`src/design/wgdc_pkg.sv`:
```
// Package for the wheel goal deadband controller: action and register codes,
// fixed-point constants, result struct and the speed clamp. No dependencies.
package wgdc_pkg;

    // Action codes carried by an input item
    typedef enum logic [2:0] {
        ACT_NEW_TARGET  = 3'd0,
        ACT_MOVE        = 3'd1,
        ACT_ROTATE      = 3'd2,
        ACT_FINE_MOVE   = 3'd3,
        ACT_FINE_ROTATE = 3'd4
    } action_t;

    // Configuration register indexes
    typedef enum logic {
        CFG_STEP_TOL  = 1'b0,
        CFG_ANGLE_TOL = 1'b1
    } cfg_index_t;

    localparam int TOL_W   = 10;
    localparam int SPEED_W = 11;
    localparam int S_W     = 18;   // working speed width, holds -(-32768)

    localparam logic [TOL_W-1:0] STEP_TOL_RESET  = 10'd10;
    localparam logic [TOL_W-1:0] ANGLE_TOL_RESET = 10'd2;

    // Q16 scales: steps per mm, steps per 1/16 degree
    localparam logic [19:0] MM_SCALE_Q16    = 20'd508799;
    localparam logic [19:0] DEG16_SCALE_Q16 = 20'd14708;
    localparam logic [36:0] ROUND_HALF      = 37'd32768;

    localparam logic signed [S_W-1:0] SPEED_LIMIT    = 18'sd1000;
    localparam logic signed [32:0]    FINE_BAND      = 33'sd100;
    localparam logic signed [S_W-1:0] FINE_MOVE_SLOW = 18'sd100;
    localparam logic signed [S_W-1:0] FINE_ROT_BIAS  = 18'sd10;

    // One result item
    typedef struct packed {
        logic                      done_res;
        logic signed [SPEED_W-1:0] right_speed;
        logic signed [SPEED_W-1:0] left_speed;
        logic                      drive_update;
    } result_t;

    // Goal bookkeeping requested by the law for the current item
    typedef struct packed {
        logic        set_goal;
        logic        clear_goal;
        logic [31:0] goal_value;
    } goal_ctl_t;

    function automatic logic signed [SPEED_W-1:0] clamp_speed(
        input logic signed [S_W-1:0] v
    );
        logic signed [S_W-1:0] c;
        begin
            if (v > SPEED_LIMIT) begin
                c = SPEED_LIMIT;
            end else if (v < -SPEED_LIMIT) begin
                c = -SPEED_LIMIT;
            end else begin
                c = v;
            end
            return c[SPEED_W-1:0];
        end
    endfunction

endpackage

```
`src/design/wheel_goal_deadband_controller.sv`:
```
// Top level of the wheel goal deadband controller: input register, drive law,
// result register, goal state and tolerance registers. Uses wgdc_pkg and wgdc_law.
//
//   channel | ports        | fields (low bit first)
//   --------+--------------+------------------------------------------------
//   input   | s_t*         | action[2:0] amount[18:3] speed_request[34:19]
//           |              | left_count[66:35], zero fill to 72 bits
//   result  | m_t*         | drive_update[0] left_speed[11:1]
//           |              | right_speed[22:12] done_res[23]
//   config  | cfg_*        | 0 step_tolerance, 1 angle_tolerance
//
// One item per cycle sustained while the result is not stalled; each item passes
// the input register, then the multiply-and-compare law into the result register.
// The goal is updated as an item moves into the result register, so the next
// item sees it at once. Reset clears goal and both valid bits and sets the
// tolerances to 10 and 2 steps.
// A stalled result holds while one more item waits in the input register.
module wheel_goal_deadband_controller (
    input  logic                          aclk,
    input  logic                          aresetn,
    input  logic                          s_tvalid,
    output logic                          s_tready,
    // action, amount, speed_request, left_count, zero fill
    input  logic [71:0]                   s_tdata,
    output logic                          m_tvalid,
    input  logic                          m_tready,
    // drive_update, left_speed, right_speed, done_res
    output logic [23:0]                   m_tdata,
    input  logic                          cfg_we,
    input  logic                          cfg_index,
    input  logic [wgdc_pkg::TOL_W-1:0]    cfg_wdata
);
    import wgdc_pkg::*;

    logic               in_valid_reg, in_valid_next;
    logic [2:0]         action_reg;
    logic signed [15:0] amount_reg;
    logic signed [15:0] speed_reg;
    logic [31:0]        count_reg;

    logic               out_valid_reg, out_valid_next;
    result_t            out_data_reg;

    logic [31:0]        goal_steps_reg;
    logic               goal_latched_reg;
    logic [TOL_W-1:0]   step_tol_reg;
    logic [TOL_W-1:0]   angle_tol_reg;

    logic               s_accept;
    logic               advance;
    logic               load_out;
    result_t            law_result;
    goal_ctl_t          goal_ctl;

    // Handshake
    assign advance  = !out_valid_reg || m_tready;
    assign s_tready = !in_valid_reg || advance;
    assign s_accept = s_tvalid && s_tready;
    assign load_out = in_valid_reg && advance;

    assign m_tvalid = out_valid_reg;
    assign m_tdata  = out_data_reg;

    always_comb begin
        in_valid_next  = s_accept ? 1'b1 : (advance ? 1'b0 : in_valid_reg);
        out_valid_next = load_out ? 1'b1 : (m_tready ? 1'b0 : out_valid_reg);
    end

    // Valid bits
    always_ff @(posedge aclk) begin
        if (!aresetn) begin
            in_valid_reg  <= 1'b0;
            out_valid_reg <= 1'b0;
        end else begin
            in_valid_reg  <= in_valid_next;
            out_valid_reg <= out_valid_next;
        end
    end

    // Input item register
    always_ff @(posedge aclk) begin
        if (s_accept) begin
            action_reg <= s_tdata[2:0];
            amount_reg <= s_tdata[18:3];
            speed_reg  <= s_tdata[34:19];
            count_reg  <= s_tdata[66:35];
        end
    end

    wgdc_law u_law (
        .action          (action_reg),
        .amount          (amount_reg),
        .speed_request   (speed_reg),
        .left_count      (count_reg),
        .goal_steps      (goal_steps_reg),
        .goal_latched    (goal_latched_reg),
        .step_tolerance  (step_tol_reg),
        .angle_tolerance (angle_tol_reg),
        .result          (law_result),
        .goal_ctl        (goal_ctl)
    );

    // Result register
    always_ff @(posedge aclk) begin
        if (load_out) begin
            out_data_reg <= law_result;
        end
    end

    // Goal state, updated as an item leaves the input register
    always_ff @(posedge aclk) begin
        if (!aresetn) begin
            goal_steps_reg   <= '0;
            goal_latched_reg <= 1'b0;
        end else if (load_out) begin
            if (goal_ctl.clear_goal) begin
                goal_latched_reg <= 1'b0;
            end else if (goal_ctl.set_goal) begin
                goal_latched_reg <= 1'b1;
                goal_steps_reg   <= goal_ctl.goal_value;
            end
        end
    end

    // Tolerance registers
    always_ff @(posedge aclk) begin
        if (!aresetn) begin
            step_tol_reg  <= STEP_TOL_RESET;
            angle_tol_reg <= ANGLE_TOL_RESET;
        end else if (cfg_we) begin
            unique case (cfg_index_t'(cfg_index))
                CFG_STEP_TOL:  step_tol_reg  <= cfg_wdata;
                CFG_ANGLE_TOL: angle_tol_reg <= cfg_wdata;
            endcase
        end
    end

endmodule

```
`src/design/wgdc_law.sv`:
```
// Goal latch arithmetic and three-way deadband drive law for one item.
// Uses wgdc_pkg; purely combinational, sits between the input and result registers.
module wgdc_law (
    input  logic [2:0]                     action,
    input  logic signed [15:0]             amount,
    input  logic signed [15:0]             speed_request,
    input  logic [31:0]                    left_count,
    input  logic [31:0]                    goal_steps,
    input  logic                           goal_latched,
    input  logic [wgdc_pkg::TOL_W-1:0]     step_tolerance,
    input  logic [wgdc_pkg::TOL_W-1:0]     angle_tolerance,
    output wgdc_pkg::result_t              result,
    output wgdc_pkg::goal_ctl_t            goal_ctl
);
    import wgdc_pkg::*;

    action_t               act;
    logic                  rotating;
    logic                  motion;
    logic [19:0]           scale;
    logic signed [36:0]    prod;
    logic [36:0]           mag;
    logic [20:0]           off_mag;
    logic [31:0]           off;
    logic [31:0]           err;
    logic signed [32:0]    err_x;
    logic signed [32:0]    tol_x;
    logic [31:0]           abs_err;
    logic                  big;
    logic signed [S_W-1:0] s;
    logic signed [S_W-1:0] neg_s;
    logic                  in_band;
    logic                  reverse;

    assign act = action_t'(action);

    always_comb begin
        unique case (act)
            ACT_MOVE, ACT_FINE_MOVE: begin
                motion   = 1'b1;
                rotating = 1'b0;
            end
            ACT_ROTATE, ACT_FINE_ROTATE: begin
                motion   = 1'b1;
                rotating = 1'b1;
            end
            default: begin
                motion   = 1'b0;
                rotating = 1'b0;
            end
        endcase
    end

    // Goal offset: amount * Q16 scale, half up when positive, truncated when negative
    assign scale   = rotating ? DEG16_SCALE_Q16 : MM_SCALE_Q16;
    assign prod    = 37'(amount) * $signed({17'd0, scale});
    assign mag     = prod[36] ? 37'(-prod) : 37'(prod) + ROUND_HALF;
    assign off_mag = mag[36:16];
    assign off     = prod[36] ? 32'(-{11'd0, off_mag}) : {11'd0, off_mag};

    // Error is the offset itself on the item that latches the goal
    assign err   = goal_latched ? (goal_steps - left_count) : off;
    assign err_x = {err[31], err};
    assign tol_x = (act == ACT_FINE_ROTATE) ? $signed({23'd0, angle_tolerance})
                                            : $signed({23'd0, step_tolerance});

    assign abs_err = err[31] ? (32'd0 - err) : err;
    assign big     = (err_x > FINE_BAND) || (err_x < -FINE_BAND);

    // Speed schedule
    always_comb begin
        unique case (act)
            ACT_FINE_MOVE:   s = big ? SPEED_LIMIT : FINE_MOVE_SLOW;
            ACT_FINE_ROTATE: s = big ? SPEED_LIMIT
                                     : $signed({10'd0, abs_err[7:0]}) + FINE_ROT_BIAS;
            default:         s = S_W'(speed_request);
        endcase
    end
    assign neg_s = -s;

    assign in_band = (err_x < tol_x) && (err_x > -tol_x);
    assign reverse = err_x < -tol_x;

    // Deadband law
    always_comb begin
        result = '0;
        if (motion) begin
            result.drive_update = 1'b1;
            priority if (in_band) begin
                result.done_res = 1'b1;
            end else if (reverse) begin
                result.left_speed  = clamp_speed(neg_s);
                result.right_speed = rotating ? clamp_speed(s) : clamp_speed(neg_s);
            end else begin
                result.left_speed  = clamp_speed(s);
                result.right_speed = rotating ? clamp_speed(neg_s) : clamp_speed(s);
            end
        end
    end

    assign goal_ctl.set_goal   = motion && !goal_latched;
    assign goal_ctl.clear_goal = (act == ACT_NEW_TARGET);
    assign goal_ctl.goal_value = left_count + off;

endmodule

```
`config.mk`:
```
export PLATFORM = sky130hd
export DESIGN_NAME = wheel_goal_deadband_controller
export DESIGN_NICKNAME = d
export VERILOG_FILES = /design/src/design/wgdc_pkg.sv /design/src/design/wheel_goal_deadband_controller.sv /design/src/design/wgdc_law.sv
export SDC_FILE = /design/constraint.sdc
export NUM_CORES = 1
export LEC_CHECK = 0
export BUFFER_PORTS_ARGS = -buffer_cell sky130_fd_sc_hd__buf_2
export CORE_UTILIZATION = 45
export DETAILED_ROUTE_END_ITERATION = 6
export REMOVE_ABC_BUFFERS = 1
export SYNTH_ARGS = -nofsm -noshare
export SYNTH_HDL_FRONTEND = slang
export SYNTH_SLANG_ARGS = --single-unit
```
`constraint.sdc`:
```
create_clock -name aclk -period 30.5 [get_ports aclk]
set_input_delay 6.1 -clock aclk [delete_from_list [all_inputs] [get_ports aclk]]
set_output_delay 6.1 -clock aclk [all_outputs]
set_load 0.05 [all_outputs]
```
[After elaboration in Yosys (flattened, before gate mapping)]
Index checks and enable logic that the tools add are counted.
Storage, ports and cells
  word-level logic and storage cells: 87
  bits of input ports: 88
  register bits after elaboration: 146
  output and inout bits: 26
Cells by class
  reduce and logical (&&, ||, !) cells: 21
  magnitude comparators: 9
  add/subtract/negate cells: 9
  $mul: 1
  eq/ne operators: 4
  bitwise logic cells: 3
  mux-type cells: 26
Operators with widths (count)
  11-bit two-way mux: 6
  32-bit two-way mux: 2
  37-bit by 16-bit adder with 37-bit output (second input constant): 1
  37-bit two-way mux: 1
  37-bit negation: 1
  18-bit by 11-bit greater-than comparator with 1-bit output (second input constant): 2
  18-bit by 11-bit < comparator with 1-bit output (second input constant): 2
  16-bit by 20-bit multiplier with 36-bit output: 1
  18-bit case mux with 2 select lines: 1
  32-bit by 33-bit greater-than comparator with 1-bit output: 1
  32-bit by 33-bit < comparator with 1-bit output: 1
  33-bit negation: 1
  32-bit adder: 1
  32-bit by 8-bit greater-than comparator with 1-bit output (second input constant): 1
  32-bit by 11-bit < comparator with 1-bit output: 1
  32-bit by 8-bit < comparator with 1-bit output (second input constant): 1
  21-bit negation with 32-bit output: 1
  32-bit subtractor: 1
  22-bit two-way mux: 1
  10-bit two-way mux: 2
  19-bit two-way mux: 1
  18-bit two-way mux: 1
  18-bit negation: 1
  1-bit two-way mux: 10
  16 further kinds: 31

[Depth between registers and ports, before layout]
  word-level depth: 21
  gate-level depth with buffers: 63
  depth with buffers taken out: 55

[Hierarchy]
A second synthesis with hierarchy kept.
Unflattened totals
  cell total of the unflattened synthesis: 2770
  area total of the unflattened synthesis: 23311.1 um^2
Modules (own cells, without submodules)
  wgdc_law: cells each 2434, sequential area each 0.0 um^2, area each 18426.4 um^2, instances 1
  wheel_goal_deadband_controller: cells each 336, sequential area each 3833.7 um^2, area each 4884.7 um^2, instances 1

[Least setup slack after synthesis]
No wires, ideal clock.
  path kind: reg2reg
  start: reg action_reg[2]
  end: reg goal_steps_reg[30]
  stages on the path, launching flop included: 62
  buffers on the path: 9
  required time: 30.385 ns
  data arrival time: 12.746 ns
  setup time: 0.115 ns
  path slack: 17.639 ns
  period minus slack after synthesis: 12.861 ns
  cell sequence: edfxtp_1 clkbuf_1 xor2_1 nand2b_1 clkbuf_1 buf_1 nand2_1 fa_1 inv_1 fa_1 inv_1 fa_1 fa_1 inv_1 fa_1 inv_1 fa_1 inv_1 [... 26 more ...] a21oi_1 o21bai_1 a21oi_1 o21bai_1 a21oi_1 o21bai_1 a41o_1 o41a_1 maj3_1 a21oi_1 nor2b_1 o21ai_0 a21oi_1 a31oi_1 o21ai_0 xnor2_1 o21ai_0 and2_1
Between the ends
  longest elaborated chain between the ends: 10
  elaborated cells between the ends (all ways): 20
  classes of those cells: add/sub: 4; mul: 1; eq/ne: 4; mux: 5; bitwise: 1; reduce/logical: 5
RTL lines
  start: declaration: RTL line wheel_goal_deadband_controller.sv:36  | logic [2:0] action_reg;
  start signal: assignment: RTL line wheel_goal_deadband_controller.sv:83  | action_reg <= s_tdata[2:0];
  3-bit by 2-bit == test with 1-bit output or 3-bit == test (tied branches): RTL line wgdc_law.sv:38  | unique case (act)
  2-bit OR reduction
  1-bit two-way mux: RTL line wgdc_law.sv:38
  19-bit two-way mux: RTL line wgdc_law.sv:55  | assign scale = rotating ? DEG16_SCALE_Q16 : MM_SCALE_Q16;
  16-bit by 20-bit multiplier with 36-bit output: RTL line wgdc_law.sv:56  | assign prod = 37'(amount) * $signed({17'd0, scale});
  37-bit by 16-bit adder with 37-bit output or 37-bit negation (tied branches): RTL line wgdc_law.sv:57  | assign mag = prod[36] ? 37'(-prod) : 37'(prod) + ROUND_HALF;
  37-bit two-way mux: RTL line wgdc_law.sv:57
  21-bit negation with 32-bit output: RTL line wgdc_law.sv:59  | assign off = prod[36] ? 32'(-{11'd0, off_mag}) : {11'd0, off_mag};
  32-bit two-way mux: RTL line wgdc_law.sv:59
  32-bit adder: RTL line wgdc_law.sv:103  | assign goal_ctl.goal_value = left_count + off;
  end signal: assignment: RTL line wheel_goal_deadband_controller.sv:120  | goal_steps_reg <= goal_ctl.goal_value;
  end: declaration: RTL line wheel_goal_deadband_controller.sv:44  | logic [31:0] goal_steps_reg;
Several ways; a longest one is shown, not always the timed one.
A chain may end at the register's enable or synchronous reset.

[Worst setup path after layout]
  start: reg action_reg[2]
  end: reg out_data_reg, in the netlist m_tdata[8] (data pin)
Between the ends
  longest elaborated chain between the ends: 20
  elaborated cells between the ends (all ways): 43
  classes of those cells: add/sub: 7; mul: 1; order compare: 9; eq/ne: 4; mux: 16; bitwise: 1; reduce/logical: 5
RTL lines
  3-bit by 2-bit == test with 1-bit output or 3-bit == test (tied branches): RTL line wgdc_law.sv:38, wgdc_law.sv:64, wgdc_law.sv:72
  2-bit OR reduction
  1-bit two-way mux: RTL line wgdc_law.sv:38
  19-bit two-way mux: RTL line wgdc_law.sv:55
  16-bit by 20-bit multiplier with 36-bit output: RTL line wgdc_law.sv:56
  37-bit by 16-bit adder with 37-bit output or 37-bit negation (tied branches): RTL line wgdc_law.sv:57
  37-bit two-way mux: RTL line wgdc_law.sv:57
  21-bit negation with 32-bit output: RTL line wgdc_law.sv:59
  [... 4 more ...]
  8-bit by 4-bit adder with 9-bit output: RTL line wgdc_law.sv:75  | : $signed({10'd0, abs_err[7:0]}) + FINE_ROT_BIAS;
  18-bit two-way mux: RTL line wgdc_law.sv:74  | ACT_FINE_ROTATE: s = big ? SPEED_LIMIT
  18-bit case mux with 2 select lines: RTL line wgdc_law.sv:72  | unique case (act)
  18-bit negation: RTL line wgdc_law.sv:79  | assign neg_s = -s;
  18-bit by 11-bit < comparator with 1-bit output: RTL line wgdc_pkg.sv:59  | end else if (v < -SPEED_LIMIT) begin
  11-bit two-way mux: RTL line wgdc_pkg.sv:59
  11-bit two-way mux: RTL line wgdc_pkg.sv:57  | if (v > SPEED_LIMIT) begin
  22-bit two-way mux: RTL line wgdc_law.sv:91  | end else if (reverse) begin
  end signal: assignment: RTL line wheel_goal_deadband_controller.sv:106  | out_data_reg <= law_result;
  end: declaration: RTL line wheel_goal_deadband_controller.sv:42  | result_t out_data_reg;
Several ways; a longest one is shown, not always the timed one.

==> out/results.tsv <==
metric	value	unit
outcome	completed	
maxCapViolCount	0	
ant_nets	0	
hold_buffers	0	
cts_resized	0	
clkTransAtPathRegs	0.06	ns
grt_pass1_wl	102000	um
numCtsBuffers	17	
setup_tns	0	ns
dpl.cell_count	3358	
wire_per_inst	18.2	um
min-delay-start	angle_tol_reg[2]	
setup_viol	0	
worstMarginPinSlew	1.18	ns
slowest_delay	0.59	ns
viasPerCell	5.67	
final_common_cell	inv_1	
first_pass_iters	5	
grt.overflow.total	0	
crit_path_end_kind	register	
fin_skew	0.0142	ns
r2r_start	action_reg[2]	
synth.distinct_cells	120	
start_util	45.5	%
final_cells	3391	
synth-async-reset-ratio	0	%
synth-edff-count	91	
grt_antenna_before_repair	0	
rows	82	
drt_iter0_drc	1565	
clkSinkCount	146	
crit_top_cell	inv_1	
drive_above_1_share	9.09	%
syn_inst	2644	
synth_top_family_by_area	adder cells	
gp_congestion	0.901	
drc_errors	0	
hold_ws	0.467	ns
grt_max_degree	68	
mostFrequentLayoutCells	407 x inv_1, 277 x ha_1, 229 x nand2_1, 182 x fa_1, 135 x a21oi_1	
die_x	227	um
min_path_type	reg2reg	
dp_hpwl	50100	um
cts_buffer_depth	2	
cp_max_fo	17	
synth-xor-area-share	5.48	%
crit_slowest_cell	fa_1	
finalCritPeriodShare	48.2	%
cts-htree-levels	4	
dieArea	51600	um2
grt_usage	25.1	%
hold_viol	0	
drt_wl_total	61800	um
fin_crit	14.70	ns
setup.worst_path.start	action_reg[2]	
relSlewSlack	19.0	%
synthMuxAreaShare	1.16	%
die_h	227	um
max_freq	68.0	MHz
synth-simple-area-share	17.2	%
synth_compound_area_share	19.8	%
arrival	14.91	ns
final_max_slew_viol_count	0	
clk_latency	0.50	ns
cts_tree	yes	
setup.worst_path.start_class	register	
cts_root_buf	clkbuf_16	
synth_top_flop_cell	edfxtp_1	
io_pins	114	
area_growth	7.77	%
ys_warn_count	0	
grt_pass1_vias	19300	
syn_area_per_cell	8.62	um2
synth_fa_ha_area_share	31.3	%
finalNetCount	3252	
num_vias	19200	
core	50100	um2
crit_required	30.71	ns
synth-seq-cells	146	
critPathKind	reg2reg	
port_buffers	108	
yosysSeqAreaShare	16.8	%
postCtsSetupBuffers	0	
synthesis.area	22800	um2
rsz0062_at_grt	no	
## worst max-delay path, delay by kind of cell (launching register included)
kind	cells	cell delay [ns]
AO/OA/AOI/OAI	13	4.30
XOR/XNOR	4	1.04
adder cells (fa/ha/maj)	9	3.68
buffers and inverters	10	1.27
flip-flops	1	0.52
multiplexers	1	0.20
AND/OR/NAND/NOR	15	3.40
## per-layer routing
metal | track usage (%) | share of wire [%]
met3 | 3.63 | 3.7
met1 | 32.6 | 45
met4 | 10.0 | 3.2
met2 | 41.8 | 48
met5 | 0 | 0
## cell type report
class                   instances  area, um2
clock buffers                  20        468
inverters                     409       1540
diodes                          1       2.50
clock inverters                12        126
repair buffers                119        623
fillers                      4866      25500
well taps                     672        841
flip-flops and latches        146       3830
multi-input cells            2012      17100
## metrics by stage
| stage | setup WS [ns] | util, % | cell area (um2) |
|---|---|---|---|
| floorplan | 17.31 | - | 22500 |
| global placement | 16.18 | 47.9 | 24000 |
| detailed placement | 16.01 | 47.9 | 24000 |
| CTS | 15.95 | 49.1 | 24600 |
| global route | 14.93 | 49.1 | 24600 |
| finish | 15.80 | 49.1 | 24600 |
## synthesized netlist by cell type (all sizes together) (28+ instances only)
library cell    n  share of area, %
inv           409               6.7
ha            277                15
nand2         232               3.9
fa            182                16
a21oi         140               3.2
nor2          120               2.0
o21ai         115               2.7
edfxtp         91                12
xnor2          85               3.5
nand3          79               1.8
and2           57               1.6
clkbuf         57              0.94
dfxtp          55               4.8
nand4          48               1.4
nor3           47               1.1
a21o           46               1.5
xor2           46               1.9
o21a           32               1.1
a21boi         30              0.99
nand2b         30              0.82
o211ai         28              0.97
## path summary, 6_finish.rpt
path | cells past startpoint | slack (ns) | end
hold reg to reg | 2 | 0.47 | angle_tol_reg[2]
setup reg to reg | 52 | 15.80 | m_tdata[8]
setup / recovery | 52 | 15.80 | m_tdata[8]
hold / removal | 2 | 0.47 | angle_tol_reg[2]
## logic make-up after synthesis
family,count (synthesis)
AOI/OAI and AO/OA,633
xor gates and xnor gates,132
adders and majority gates,461
buffers and inverters,489
DFF,146
muxes,25
other,2
and+or+nand+nor,756
Power is not shown: default switching activity piles up to over one toggle a cycle in this logic, so the estimate is an artifact.
